[src/hdl/ppl_pkg.sv]
// shared constants, register codes and fixed-point helpers for the phong pixel lighting block
package ppl_pkg;

	localparam int ONE_Q14 = 16384;
	localparam logic [30:0] ONE_Q30 = 31'h4000_0000;

	// pipeline geometry
	localparam int SQ_IN_W = 34;
	localparam int LEN_W = SQ_IN_W / 2;
	localparam int QUO_W = 15;
	localparam int POW_W = 17;

	typedef enum logic [2:0] {
		CFG_AMBIENT   = 3'd0,
		CFG_DIFFUSE   = 3'd1,
		CFG_SPECULAR  = 3'd2,
		CFG_SCENE     = 3'd3,
		CFG_LIGHT_POS = 3'd4,
		CFG_EYE_VEC   = 3'd5,
		CFG_SHININESS = 3'd6
	} cfg_reg_t;

	// floor square root, only used on constants at elaboration
	function automatic logic [63:0] isqrt_c(input logic [63:0] v);
		logic [63:0] r;
		logic [63:0] b;
		logic [63:0] x;
		r = '0;
		b = 64'h4000_0000_0000_0000;
		x = v;
		for (int i = 0; i < 32; i++) begin
			if (x >= r + b) begin
				x = x - (r + b);
				r = (r >> 1) + b;
			end else begin
				r = r >> 1;
			end
			b = b >> 2;
		end
		return r;
	endfunction

	// 2^(-2^-n) in q.30, built by repeated floor square roots from one half
	function automatic logic [30:0] exp_root(input int n);
		logic [63:0] r;
		r = 64'h2000_0000;
		for (int j = 0; j < 16; j++) begin
			if (j < n) begin
				r = isqrt_c(r << 30);
			end
		end
		return r[30:0];
	endfunction

	// signed divide by 2^14, truncating toward zero
	function automatic logic signed [35:0] trunc_q14(input logic signed [35:0] v);
		logic signed [35:0] a;
		a = v + (v[35] ? 36'sd16383 : 36'sd0);
		return a >>> 14;
	endfunction

endpackage

[src/hdl/ppl_div.sv]
// pipelined component normalize: c*2^14/len truncated toward zero
module ppl_div import ppl_pkg::*; (
	input  logic                    clk,
	input  logic                    en,
	input  logic signed [LEN_W-1:0] c,
	input  logic [LEN_W-1:0]        len,
	output logic signed [15:0]      u
);

	logic             neg;
	logic [LEN_W-1:0] mag;

	logic [LEN_W-1:0] rem_s [QUO_W];
	logic [LEN_W-1:0] rem_n [QUO_W];
	logic [QUO_W-1:0] dl_s [QUO_W];
	logic [QUO_W-1:0] dl_n [QUO_W];
	logic [QUO_W-1:0] q_s [QUO_W];
	logic [QUO_W-1:0] q_n [QUO_W];
	logic [LEN_W-1:0] len_s [QUO_W];
	logic             neg_s [QUO_W];
	logic             zero_s [QUO_W];
	logic signed [15:0] u_s16;

	assign neg = c[LEN_W-1];
	assign mag = neg ? LEN_W'(-c) : LEN_W'(c);

	for (genvar k = 0; k < QUO_W; k++) begin : g_stage
		logic [LEN_W-1:0] ri;
		logic [QUO_W-1:0] di;
		logic [QUO_W-1:0] qi;
		logic [LEN_W-1:0] li;
		logic [LEN_W:0]   cand;
		logic             ge;
		if (k == 0) begin : g_first
			// quotient fits 15 bits, so the top of the dividend starts as remainder
			assign ri = LEN_W'(mag[15:1]);
			assign di = {mag[0], 14'b0};
			assign qi = '0;
			assign li = len;
		end else begin : g_next
			assign ri = rem_s[k-1];
			assign di = dl_s[k-1];
			assign qi = q_s[k-1];
			assign li = len_s[k-1];
		end
		assign cand = {ri, di[QUO_W-1]};
		assign ge = cand >= {1'b0, li};
		assign rem_n[k] = ge ? LEN_W'(cand - {1'b0, li}) : cand[LEN_W-1:0];
		assign dl_n[k] = di << 1;
		assign q_n[k] = {qi[QUO_W-2:0], ge};
	end

	always_ff @(posedge clk) begin
		if (en) begin
			neg_s[0] <= neg;
			zero_s[0] <= (len == '0);
			len_s[0] <= len;
			for (int k = 0; k < QUO_W; k++) begin
				rem_s[k] <= rem_n[k];
				dl_s[k] <= dl_n[k];
				q_s[k] <= q_n[k];
			end
			for (int k = 1; k < QUO_W; k++) begin
				len_s[k] <= len_s[k-1];
				neg_s[k] <= neg_s[k-1];
				zero_s[k] <= zero_s[k-1];
			end
			// zero-length vector gives a zero unit vector
			if (zero_s[QUO_W-1]) begin
				u_s16 <= '0;
			end else if (neg_s[QUO_W-1]) begin
				u_s16 <= 16'sd0 - signed'(16'(q_s[QUO_W-1]));
			end else begin
				u_s16 <= signed'(16'(q_s[QUO_W-1]));
			end
		end
	end

	assign u = u_s16;

endmodule

[config.mk]
export PLATFORM = sky130hd
export DESIGN_NAME = ppl_div
export DESIGN_NICKNAME = d
export VERILOG_FILES = /design/src/hdl/ppl_pkg.sv /design/src/hdl/ppl_div.sv
export SDC_FILE = /design/constraint.sdc
export NUM_CORES = 1
export LEC_CHECK = 0
export ABC_AREA = 1
export ABC_CLOCK_PERIOD_IN_PS = 5800
export BUFFER_PORTS_ARGS = -buffer_cell sky130_fd_sc_hd__buf_2
export CAP_MARGIN = 5
export CORE_MARGIN = 10
export CORE_UTILIZATION = 32
export CTS_BUF_LIST = sky130_fd_sc_hd__clkbuf_2
export CTS_CLUSTER_DIAMETER = 40
export DETAILED_ROUTE_END_ITERATION = 7
export PLACE_DENSITY_LB_ADDON = 0.2
export SYNTH_ARGS = -nofsm -noshare
export SYNTH_HDL_FRONTEND = slang
export SYNTH_SLANG_ARGS = --single-unit
export TNS_END_PERCENT = 50
[constraint.sdc]
create_clock -name clk -period 5.8 [get_ports clk]
set_input_delay 0.58 -clock clk [delete_from_list [all_inputs] [get_ports clk]]
set_output_delay 0.58 -clock clk [all_outputs]
set_load 0.03 [all_outputs]
==> impl_summary.md <==
Status
The run finished with clean final reports.

Power and ir drop
The switching part of the total is 43.8%. Per report_power, the clock group accounts for 16.8% of the total. The share of total power dissipated in sequential elements is 36.9%. The total power draw is 19.8 mW. The internal power of the cells totals 11.1 mW. Combinational logic burns 46.2% of the power. Dividing total power by cell area gives a power density of 447 nW/um^2. The highest ir drop seen on vdd is 0.192 mV. The leakage power is 22.2 nW. In this run the power spent charging and discharging nets is 8.68 mW.

STA
The number of pins with negative max-slew slack in the final report is 0. Setup violations remaining at the end of the flow were counted as 0. Subtracting the final worst setup slack from the clock period gives 5.56 ns. The setup clock skew after layout is 0.126 ns.

The count of endpoints failing hold in the final timing report is 0. The fraction of the cycle the final worst path needs is 95.9%. At the pin with the least slew margin, the transition time is 1.02 ns. The worst pin sits at a relative slew slack of 31.8%. The maximum clock frequency is 0.180 GHz.

After routing, the total negative slack on setup checks comes to 0 ns. Setup repair after global routing left no endpoint under its margin.

Yosys
Sorting the synthesized cells by area gives the leading types as sky130_fd_sc_hd__edfxtp_1 49%, sky130_fd_sc_hd__nand2_1 18%, sky130_fd_sc_hd__inv_1 8.4%. After synthesis, the netlist uses 40 different library cells. Counting instances in the post-synthesis netlist gives the leading cell types as 1860 x sky130_fd_sc_hd__nand2_1, 882 x sky130_fd_sc_hd__inv_1, 642 x sky130_fd_sc_hd__edfxtp_1. Counting flops and latches in the post-synthesis netlist gives 642. The number of nets in the synthesized netlist is 5095. The area fraction in and, or, nand and nor cells after synthesis is 28.7%. Summing the areas of all fa, ha and maj instances in the mapped netlist gives 8.78% of the synthesized area. After technology mapping, the gate count stands at 4790. The complex-gate fraction of the synthesized area is 2.32%. Of all cell types, the one taking the most synthesized area is sky130_fd_sc_hd__edfxtp_1. The async set or reset register ratio after synthesis is 0%. The fraction of synthesized cell area in xor and xnor cells is 1.97%. The post-synthesis instance area is 39500 sq um.

By instance count, the leading cell after synthesis is sky130_fd_sc_hd__nand2_1. Multiplexer cells account for 0% of the synthesized area. The mean instance size in the synthesized netlist is 8.25 sq um. Counting flops with a built-in enable in the synthesized netlist gives 642. The share of synthesized area in the top cell type comes to 48.8%. The dominant combinational cell family by area after synthesis is simple AND/OR/NAND/NOR gates.

The dominant register cell in the synthesized netlist is sky130_fd_sc_hd__edfxtp_1. The sequential share of the synthesized area is 48.8%. The number of warnings reported in the yosys synthesis log is 0.

Drt
Using the TritonRoute via totals, the vias-per-cell ratio works out to 4.41. The routed layout has 30282 vias. The number of nets with antenna violations after detailed routing is 0. After detailed routing, the total wire length is 102 mm.

The number of detailed-route iterations in the first pass is 5. After the first detailed-routing iteration, the DRC count stood at 1912. In the final routed layout, each cell accounts on average for 14.9 microns. For this run, design rule violations remaining after detail routing come to 0.

Critical path
At the worst endpoint, the required time is 7.18 ns. The number of logic stages on the critical path including buffering is 24. In this design, the critical path's most frequently occurring cell is sky130_fd_sc_hd__dlygate4sd3_1. The total buffers and inverters traversed by the critical path is 11. Walking the worst path, the cells encountered are dlygate4sd3_1 -> buf_2 -> dlygate4sd3_1 -> inv_1 -> nand2_1 -> nor2_1 -> nand2_1 -> nand2_1 -> nand3_1 -> dlygate4sd3_1 -> nand2_1 -> dlygate4sd3_1 -> ha_1 -> a21oi_1 -> dlygate4sd3_1 -> o21ai_0 -> dlygate4sd3_1 -> a21oi_1 -> dlygate4sd3_1 -> nand2_1 -> dlygate4sd3_1 -> nand2_1 -> nand2_1 -> inv_1. The class of the most critical setup path is input port to flop. The largest single stage delay on the critical path is 0.62 ns. STA classifies the critical path endpoint as a flop.

Data on the critical path arrives at its endpoint at 6.94 ns. The sort of element at the start of the critical path is an input port. Broken down by cell family, the worst path's largest delay share belongs to buffers and inverters. The length in cells of the worst reg-to-reg path is 12. In this run the worst path has a maximum fanout of 5.

The cell with the largest stage delay on the worst path is sky130_fd_sc_hd__dlygate4sd3_1.

Finish
The synthesis-to-finish area growth is 12.2%. The fraction of final layout cells sized beyond drive strength 1 is 8.84%. The total number of nets in the final design is 5408.

Clocking
The number of buffers between clock root and the deepest sink is 3. The clock tree synthesis step divided the H-tree into 4 levels. The worst-skew pair later-pin latency is 1.50 ns. The total CTS buffers is 178. After clock tree synthesis, the clock-pin slew on the worst setup and hold paths is 0.10 ns. For this design, the sink count on the clock tree is 642. The root buffer cell chosen for the clock tree is sky130_fd_sc_hd__clkbuf_2. Hold repair after CTS inserted 108 buffers. TritonCTS built the clock tree. The post-cts sizing count is 0. The post-CTS setup-driven buffer insertion count is 0.

GRT
The global-route wire length before repair is 162 mm. The number of antenna violations at the first check in global routing came to 7. Summed over all layers, the global routing overflow is 0. Entering global routing, the biggest net connects 147 pins.

Across every metal layer, demand over resource in global routing totals 14.8%. The via count of the first global-routing pass is 29417.

Hold path
The path class of the tightest hold or removal check is input port to flop. The hold-critical path depth is 6.

Floorplanning
52 I/O pins were placed. The floorplan has 128 rows. The floorplan step defined a die boundary enclosing 138000 sq um. The floorplan step set the die width to 371 microns. The die is 371 microns tall.

For this configuration, the core starts out at a cell density of 32.3%. The area of the core region is 122000 sq um.

Placed design
The count of port buffers added during placement is 51. The HPWL after detailed placement is 77.5 mm. At the end of routability-driven placement, the weighted congestion stood at 0.841.

Run
Across the run, the number of max-cap violations was 0.
layer usage:
layer / GRT usage (%) / part of all wire [%] / vias to the layer above
met5: 0 / 0.026 / -
met4: 5.07 / 2.2 / 4
met3: 2.54 / 3.9 / 143
met2: 24.6 / 47 / 520
met1: 19.5 / 47 / 13695
li1: - / - / 15920
cells in the final DEF (no fill, tap or decap), types with 21 or more instances in the layout:
cell type,n
sky130_fd_sc_hd__nand2_1,1860
sky130_fd_sc_hd__inv_1,882
sky130_fd_sc_hd__edfxtp_1,642
sky130_fd_sc_hd__nand3_1,258
sky130_fd_sc_hd__ha_1,255
sky130_fd_sc_hd__nor2_1,252
sky130_fd_sc_hd__clkbuf_2,240
sky130_fd_sc_hd__a21oi_1,144
sky130_fd_sc_hd__dlygate4sd3_1,108
sky130_fd_sc_hd__nand3b_1,86
sky130_fd_sc_hd__xor2_1,62
sky130_fd_sc_hd__nor3_1,58
sky130_fd_sc_hd__buf_2,50
sky130_fd_sc_hd__clkinv_1,44
sky130_fd_sc_hd__or2_2,42
sky130_fd_sc_hd__xnor2_1,27
sky130_fd_sc_hd__o21ai_0,26
sky130_fd_sc_hd__nand2_2,21
registers in the layout, summed over array words and instances (netlist names):
| signal | cells |
|---|---|
| u | 16 |
| zero_s | 15 |
| len_s | 238 |
| rem_s | 238 |
| neg_s | 15 |
| q_s | 120 |
stage by stage:
stage	hold WS, ns	cells	cell area [sq um]	setup WS, ns	utilization, %
floorplan	0.400	4790	39500	2.88	-
global placement	0.400	6440	41600	2.15	34.0
detailed placement	0.405	6440	41600	2.16	34.0
CTS	0.0182	6861	44300	0.599	36.3
global route	0.240	6866	44300	0.135	36.3
finish	0.333	6866	44300	0.236	36.3
path summary, 6_finish.rpt:
kind / endpoint / slack [ns] / from
hold / removal: rem_s[0][1] / 0.33 / len[1]
hold reg to reg: neg_s[0][7] / 0.34 / neg_s[0][6]
setup reg to reg: rem_s[1][13] / 3.34 / len_s[1][52]
setup / recovery: rem_s[0][16] / 0.24 / c[5]
power by group through the flow:
stage          logic, mW  registers, mW  clock network [mW]
3_3_place_gp        9.02           7.46                   0
6_report            9.16           7.32                3.34
4_1_cts             9.21           7.36                3.55
2_1_floorplan       7.03           7.05                   0
5_1_grt             10.6           7.43                3.79
3_5_place_dp        9.08           7.46                   0
worst min-delay path: stages:
cell and delay [ns]:
sky130_fd_sc_hd__dlygate4sd3_1 0.55, sky130_fd_sc_hd__buf_2 0.15, sky130_fd_sc_hd__inv_1 0.10, sky130_fd_sc_hd__fa_1 0.18, sky130_fd_sc_hd__nand2_1 0.05, sky130_fd_sc_hd__nand2_1 0.05
area by class of cell:
type | instances | area, sq um
fill | 12838 | 77900
multi-input combinational | 3216 | 16500
clock buffer | 240 | 1200
tap | 1625 | 2030
sequential | 642 | 19300
clock inverter | 73 | 449
antenna | 5 | 12.5
inverter | 899 | 3390
timing repair buffer | 166 | 1450
cell families after synthesis:
| logic type | count (synthesis) |
|---|---|
| buf+inv | 932 |
| xor+xnor | 89 |
| compound gates | 178 |
| flops | 642 |
| simple gates | 2680 |
| fa+ha+maj | 269 |
Note: power is estimated with default switching activity, not from simulation.
