**src/hdl/ppl_isqrt.sv**
```systemverilog
// pipelined floor square root, one result bit per stage
module ppl_isqrt #(
	parameter int IN_W = 34
) (
	input  logic                clk,
	input  logic                en,
	input  logic [IN_W-1:0]     din,
	output logic [IN_W/2-1:0]   root
);

	localparam int OUT_W = IN_W / 2;
	localparam int RW = OUT_W + 3;

	logic [IN_W-1:0]  val_s [OUT_W];
	logic [IN_W-1:0]  val_n [OUT_W];
	logic [RW-1:0]    rem_s [OUT_W];
	logic [RW-1:0]    rem_n [OUT_W];
	logic [OUT_W-1:0] root_s [OUT_W];
	logic [OUT_W-1:0] root_n [OUT_W];

	for (genvar k = 0; k < OUT_W; k++) begin : g_stage
		logic [IN_W-1:0]  vi;
		logic [RW-1:0]    ri;
		logic [OUT_W-1:0] qi;
		logic [RW-1:0]    cand;
		logic [RW-1:0]    trial;
		logic             ge;
		if (k == 0) begin : g_first
			assign vi = din;
			assign ri = '0;
			assign qi = '0;
		end else begin : g_next
			assign vi = val_s[k-1];
			assign ri = rem_s[k-1];
			assign qi = root_s[k-1];
		end
		// bring down two bits, try root*4+1
		assign cand = {ri[RW-3:0], vi[IN_W-1 -: 2]};
		assign trial = {1'b0, qi, 2'b01};
		assign ge = cand >= trial;
		assign val_n[k] = vi << 2;
		assign rem_n[k] = ge ? cand - trial : cand;
		assign root_n[k] = {qi[OUT_W-2:0], ge};
	end

	always_ff @(posedge clk) begin
		if (en) begin
			for (int k = 0; k < OUT_W; k++) begin
				val_s[k] <= val_n[k];
				rem_s[k] <= rem_n[k];
				root_s[k] <= root_n[k];
			end
		end
	end

	assign root = root_s[OUT_W-1];

endmodule

```
**config.mk**
```make
export PLATFORM = sky130hd
export DESIGN_NAME = ppl_isqrt
export DESIGN_NICKNAME = d
export VERILOG_FILES = /design/src/hdl/ppl_isqrt.sv
export SDC_FILE = /design/constraint.sdc
export NUM_CORES = 1
export LEC_CHECK = 0
export CORE_ASPECT_RATIO = 0.6
export CORE_UTILIZATION = 40
export CTS_CLUSTER_SIZE = 40
export DETAILED_ROUTE_END_ITERATION = 16
export DONT_BUFFER_PORTS = 1
export GPL_TIMING_DRIVEN = 0
export MAX_ROUTING_LAYER = met4
export PLACE_DENSITY_LB_ADDON = 0.15
export REMOVE_ABC_BUFFERS = 1
export SLEW_MARGIN = 20
export SYNTH_ARGS = -nofsm -noshare
export SYNTH_HDL_FRONTEND = slang
export SYNTH_SLANG_ARGS = --single-unit
```
**constraint.sdc**
```tcl
create_clock -name clk -period 5.35 [get_ports clk]
set_input_delay 0.2675 -clock clk [delete_from_list [all_inputs] [get_ports clk]]
set_output_delay 0.2675 -clock clk [all_outputs]
set_load 0.005 [all_outputs]
```
==> summary.md, run 1 <==
| Metric | Value |
|---|---|
| Post-CTS Resized | 0 |
| CP Cell Sequence | ha_1, nand4_1, nor2_1, a21boi_0, nor4_1, o21bai_2, buf_6, mux2_2 |
| Post-synth EDFFs | 693 |
| Unrepaired setup endpoints after global routing | false |
| Die X | about 370 microns |
| Met1 Use GR | 0.251 |
| Final net count | ~2.7k |
| Seq/Total Area, Yosys | 0.656 |
| Setup crit start kind | flip-flop |
| TNS Setup | 0 ns |
| Vias in the first global route | 17.1k |
| Final WL | ~60 mm |
| Core Rows | 79 |
| IO Count | 53 |
| TritonCTS clock tree | yes |
| Worst path max stage delay | between 0.7 and 0.8 ns |
| TritonRoute pass-1 iters | 5 |
| Via-to-Cell Ratio | 5.13 |
| Yosys reg bits | between 600 and 700 |
| Initial Utilization | 0.407 |
| Synth Instances | approximately 2.4k |
| Leakage | ~13 nW |
| Area of the multi-input gates | 10000 sq um |
| PwrDens | approximately 400 nW/um^2 |
| Cell variety after synth | between 70 and 80 |
| Met2 Track Usage GR | 0.181 |
| Die Height | around 220 microns |
| Via Count | between 15k and 20k |
| Clock root buffer | clkbuf_16 |
| CTS Hold Buffers Added | 35 |
| # setup viols final | 0 |
| Mapped Avg Cell Area | 13.4 sq um |
| H-tree levels | 3 |
| Crit end category | flip-flop |
| Max VDD drop | 0.247 mV |
| DP HPWL | 40.2 mm |
| DR WL/cell | approximately 17 microns |
| CP Max Fanout | 17 |
| Failing checks | slew limit |
| Placer Congestion | roughly 0.94 |
| WS Path Type | reg2reg |
| GRT Total Usage | 0.154 |
| Post-CTS setup buffer count | 0 |
| Required time of the critical path | about 5.7 ns |
| Routing usage on met3 | 0.0363 |
| Share of cells above drive strength 1 | 0.0675 |
| Synth Flop Type | edfxtp_1 |
| Relative slew margins | -2.07 |
| Cell Area, Synth | around 32000 sq um |
| CTS max path bufs | 3 |
| Max Slew Vio Count | ~500 |
| Global route overflow | 0 |
| Worst-path clk slew | 0.06 ns |
| Period utilization | 0.716 |
| Largest net degree at the start of global routing | between 600 and 700 |
| Worst-Skew Late Latency | 0.63 ns |
| Hold crit path type | in2reg |
| First-pass GRT wire length | roughly 95 mm |
| Tightest Pin Transition | 4.61 ns |
| Synth warn | 0 |
| FMAX | approximately 0.26 GHz |
| Outcome | finished, violations left |
| Synth async-reset ratio | 0 |
| Period minus WS final | 3.83 ns |
| Post-route ant nets | 0 |
| FF+latch area | approximately 21000 sq um |
| Number of fill cells in the layout | just under 7k |
| Power consumption | roughly 14 mW |
| Maxcap violations | 0 |
| CTS Sinks | slightly below 700 |
| Hold Fails Final Rpt | 0 |
| WP data arrival | approximately 4.2 ns |
| DIE AREA | roughly 80000 sq um |
| DR iter-0 viols | 1685 |
| Most Crowded Layer GR | met1 |
| Worst-path cell with the longest stage delay | a21boi_0 |
| Port Buffer Count | 0 |
| Core area | between 70000 and 80000 sq um |
| # diodes | 0 |
| DRC | 0 |
| Num CTS Buffers | a little over 70 |
| Initial antenna violation count | 0 |
| Area delta synth->final | 12.7% |
| Skew final | between 0.02 and 0.025 ns |
worst paths after layout:
path                            cells past startpoint          start            end  slack, ns
worst max-delay path                                8  rem_s[0][249]  rem_s[0][267]       1.52
worst min-delay path                                0             en  val_s[0][241]       0.16
worst max register to register                      8  rem_s[0][249]  rem_s[0][267]       1.52
worst min register to register                      0   val_s[0][46]   val_s[0][80]       0.41
metal layers:
layer  routed length, microns  up-vias
met3                     4060       95
li1                         -     8954
met4                     1310        0
met2                    21600      463
met1                    33200     8725
met5                        0        -
logic make-up after synthesis:
group,after synthesis,share of synthesized area
other cells,1,0.000118
compound gates,442,0.0862
simple gates,582,0.0918
fa+ha+maj,171,0.0675
xor+xnor,199,0.0549
buf+inv,234,0.0283
flops,693,0.656
mux,43,0.0151
cell usage in the layout (no fill, tap or decap), types with 21 or more instances in the layout:
| cell | Yosys | routed |
|---|---|---|
| a21o_1 | 34 | 34 |
| a21oi_1 | 141 | 141 |
| clkbuf_16 | 0 | 71 |
| dlygate4sd3_1 | 0 | 41 |
| edfxtp_1 | 693 | 693 |
| ha_1 | 171 | 171 |
| inv_1 | 201 | 201 |
| mux2_2 | 40 | 40 |
| nand2_1 | 139 | 139 |
| nand2b_1 | 31 | 31 |
| nand3_1 | 30 | 30 |
| nand4_1 | 25 | 25 |
| nor2_1 | 151 | 150 |
| nor2b_1 | 23 | 23 |
| nor3_1 | 56 | 56 |
| nor4_1 | 32 | 32 |
| o21a_1 | 33 | 33 |
| o21ai_0 | 118 | 118 |
| or3_1 | 21 | 21 |
| xnor2_1 | 111 | 111 |
| xor2_1 | 88 | 88 |
power by group:
| part | switching, mW | internal [mW] | leakage (nW) | total [mW] |
|---|---|---|---|---|
| sequential | 0.336 | 6.76 | 6.64 | 7.09 |
| combinational | 1.15 | 0.934 | 5.69 | 2.08 |
| clock | 2.13 | 2.96 | 1.15 | 5.09 |
synth_stat cells, types with 5 or more instances:
cell      instances  share of area
nand4_1          25         0.0049
and2_1            8         0.0016
edfxtp_1        693           0.66
o21a_1           33         0.0078
or2_2             9         0.0018
or4_1             8         0.0019
clkbuf_1         25         0.0030
a21boi_0          7         0.0017
o21ai_0         118          0.019
nor2b_1          23         0.0045
and3_1           11         0.0022
o31a_1            6         0.0017
inv_1           201          0.024
xor2_1           88          0.024
a31o_2            5         0.0014
nor3b_1           9         0.0021
ha_1            171          0.067
o21bai_1          8         0.0019
a211oi_1         16         0.0038
nor3_1           56         0.0088
a31oi_1           9         0.0018
nand3b_1          9         0.0021
nor2_1          151          0.018
nor4_1           32         0.0063
nand2_1         139          0.016
o31ai_1          15         0.0036
a21oi_1         141          0.022
nand2b_1         31         0.0061
o211ai_1         10         0.0024
mux2_2           40          0.014
nand3_1          30         0.0047
xnor2_1         111          0.031
or3_1            21         0.0041
a21o_1           34         0.0080
sequential cells by signal, summed over array words and instances, names as in the netlist:
register  count
rem_s       268
root_s      153
val_s       272
per-stage QoR:
step,setup WS (ns),utilization,area [sq um],instances,hold slack [ns]
finish,1.52,0.459,35800,3555,0.161
floorplan,2.34,-,31600,2333,0.366
CTS,1.75,0.457,35700,3548,-0.246
detailed placement,1.76,0.422,32900,3388,0.366
global route,1.41,0.459,35800,3555,-0.0228
global placement,0.778,0.422,32900,3386,0.366
worst max-delay path, delay by kind of cell, from the launching register on:
kind	cells	cell delay, ns
muxes	1	0.37
buffers and inverters	1	0.26
adders and majority gates	1	0.52
DFF	1	0.39
and+or+nand+nor	3	0.78
AOI/OAI and AO/OA	2	1.23
cell type report:
class / count / area share
Clock inverter: 41 / 0.0156
Sequential cell: 693 / 0.582
Timing Repair Buffer: 44 / 0.0129
Clock buffer: 84 / 0.0511
Multi-Input combinational cell: 1438 / 0.280
Tap cell: 1053 / 0.0368
Inverter: 202 / 0.0212
Power figures use the tool's default switching activity.
==> run 2: changes to the inputs <==
==> constraint.sdc (replaced) <==
create_clock -name clk -period 3.8 [get_ports clk]
set_input_delay 0.19 -clock clk [delete_from_list [all_inputs] [get_ports clk]]
set_output_delay 0.19 -clock clk [all_outputs]
set_load 0.005 [all_outputs]
==> summary.md, run 2 (synthesized netlist as in run 1, its figures left out) <==
| Metric | Value |
|---|---|
| Max reg flops | 272 (unchanged) |
| Outcome | finished, violations left |
| Int Power | 15.0 mW (+41%) |
| Clock root buffer | clkbuf_16 |
| Post-route ant nets | 0 (unchanged) |
| Util after Layout | 0.458 (-0.000947) |
| Area delta synth->final | 12.5% |
| Cell area after layout | 35700 sq um (-0.21%) |
| CP Max Fanout | 16 (-1) |
| Max Slew Vio Count | 555 (+10%) |
| Required time of the critical path | 4.17 ns (-1.55 ns) |
| Num CTS Buffers | 71 (unchanged) |
| Logic pwr share | 0.145 (about the same) |
| Core area | 78000 sq um (unchanged) |
| Switching Power | 5.07 mW (+40%) |
| Most frequent cells in the layout | 693 x edfxtp_1, 201 x inv_1, 171 x ha_1, 150 x nor2_1, 141 x a21oi_1 |
| Crit end category | flip-flop |
| DRC | 0 (unchanged) |
| Leakage | 13.4 nW (-0.26%) |
| Routed met2 length | 21.3 mm (-1.6%) |
| Maxcap violations | 0 (unchanged) |
| Via Count | 18.2k (+0.022%) |
| Hold crit path type | in2reg |
| DR WL/cell | 16.8 microns (-0.69%) |
| Placer Congestion | 0.941 (unchanged) |
| Worst path max stage delay | 0.74 ns (about the same) |
| Most used cell, CP | o31ai_1 |
| TritonCTS clock tree | yes |
| Wire length on met3 | 3.90 mm (-3.9%) |
| Unrepaired setup endpoints after global routing | false |
| CTS max path bufs | 3 (unchanged) |
| TritonRoute pass-1 iters | 5 (unchanged) |
| Max VDD drop | 0.348 mV (+41%) |
| Core Rows | 79 (unchanged) |
| Die X | 366 microns (unchanged) |
| Final WL | 59.6 mm (-0.88%) |
| CP Cell Sequence | ha_1, nor2b_1, o31ai_1, a31o_2, o31ai_1, o21ai_1, inv_2, and4b_1, xor2_1 |
| H-tree levels | 3 (unchanged) |
| Top Metal Used | met4 |
| Global route overflow | 0 (unchanged) |
| Setup ws final | 0.0348 ns (-1.48 ns) |
| First-pass GRT wire length | 94.9 mm (unchanged) |
| Tightest Pin Transition | 2.81 ns (-1.80 ns) |
| IO Count | 53 (unchanged) |
| CTS Sinks | 693 (unchanged) |
| Initial Utilization | 0.407 (unchanged) |
| Worst-Skew Late Latency | 0.63 ns (about the same) |
| Share of cells above drive strength 1 | 0.0685 (+0.000991) |
| # setup viols final | 0 (unchanged) |
| Hold WS | -0.312 ns (-0.473 ns) |
| WP data arrival | 4.14 ns (-0.06 ns) |
| Via-to-Cell Ratio | 5.14 (+0.22%) |
| Clock Power Share | 0.358 (about the same) |
| Skew final | 0.0244 ns (+0.000221 ns) |
| CTS Hold Buffers Added | 35 (unchanged) |
| PwrDens | 562 nW/um^2 (+41%) |
| Relative slew margins | -0.875 (+1.20) |
| Failing checks | hold timing, slew limit |
| Switching share of power | 0.253 (-0.000639) |
| Placed Area | 32900 sq um (unchanged) |
| CP top delay family | compound AO/OA/AOI/OAI gates |
| Port Buffer Count | 0 (unchanged) |
| Wire length on met1 | 33.1 mm (-0.12%) |
| Sequential power share | 0.498 (about the same) |
| Largest net degree at the start of global routing | 694 (unchanged) |
| DIE AREA | 80500 sq um (unchanged) |
| WS Path Type | reg2reg |
| Worst-path clk slew | 0.06 ns (about the same) |
| Initial antenna violation count | 0 (unchanged) |
| Commonest non-fill, non-tap cell in the layout | edfxtp_1 |
| Period utilization | 0.991 (+0.275) |
| Post-Layout Cell Count | 3548 (-0.20%) |
| # diodes | 0 (unchanged) |
| GRT Total Usage | 0.154 (unchanged) |
| DP HPWL | 40.2 mm (unchanged) |
| Worst Path Buf+Inv | 1 (unchanged) |
| Hold Fails Final Rpt | 95 (+95) |
| Placed Cells | 3388 (unchanged) |
| Die Height | 220 microns (unchanged) |
| Final net count | 2650 (-0.26%) |
| Period minus WS final | 3.77 ns (-0.0666 ns) |
| Setup crit start kind | flip-flop |
| Worst-path cell with the longest stage delay | o21ai_1 |
| Top flop regs | val_s x272, rem_s x268, root_s x153 |
| Largest Register | val_s |
| Vias in the first global route | 17.1k (unchanged) |
| Setup Slack @ Placement | 0.211 ns (-1.55 ns) |
| FMAX | 0.266 GHz (+1.8%) |
| DR iter-0 viols | 1654 (-1.8%) |
## run 2: repair_timing
action,4_1_cts,5_1_grt
setup buffers,0,0
endpoints found under the setup margin,0,9
gates resized for setup,0,4
endpoints found under the hold margin,679,155
## run 2: worst register-to-register path: stages, from the launching register on
cell and delay [ns]:
edfxtp_1 0.39, ha_1 0.37, nor2b_1 0.17, o31ai_1 0.43, a31o_2 0.36, o31ai_1 0.17
o21ai_1 0.74, inv_2 0.41, and4b_1 0.34, xor2_1 0.14
## run 2: routing by layer
| layer | up-vias | track usage |
|---|---|---|
| met5 | - | - |
| met4 | 0 | 0.0425 |
| met3 | 97 | 0.0363 |
| met2 | 490 | 0.181 |
| met1 | 8715 | 0.251 |
| li1 | 8939 | - |
## run 2: area by class of cell
cell class,instances,area (sq um)
flip-flops and latches,693,20800
repair buffers,37,373
fillers,6922,42300
clock buffers,84,1830
multi-input cells,1438,10000
inverters,202,758
well taps,1053,1320
clock inverters,41,557
## run 2: power groups by stage
stage / Sequential, mW / Clock, mW / Combinational, mW
2_1_floorplan: 9.93 / 0 / 2.19
3_3_place_gp: 10.1 / 0 / 2.73
3_5_place_dp: 10.1 / 0 / 2.81
4_1_cts: 9.95 / 7.45 / 2.86
5_1_grt: 10.0 / 7.73 / 3.22
6_report: 9.97 / 7.17 / 2.90
## run 2: path summary, 6_finish.rpt
check,cells past startpoint,end,slack (ns),from
worst max-delay path,9,rem_s[0][317],0.03,rem_s[0][280]
worst min-delay path,0,val_s[0][68],-0.31,en
worst max register to register,9,rem_s[0][317],0.03,rem_s[0][280]
worst min register to register,0,val_s[0][80],0.41,val_s[0][46]
## run 2: metrics by stage
stage	TNS [ns]	hold WS, ns	power (mW)
after floorplan	0	0.289	12.1
after global placement	-19.22	0.289	12.8
after detailed placement	0	0.289	12.9
final	0	-0.312	20.0
after CTS	0	-0.323	20.3
after global routing	0	-0.362	21.0
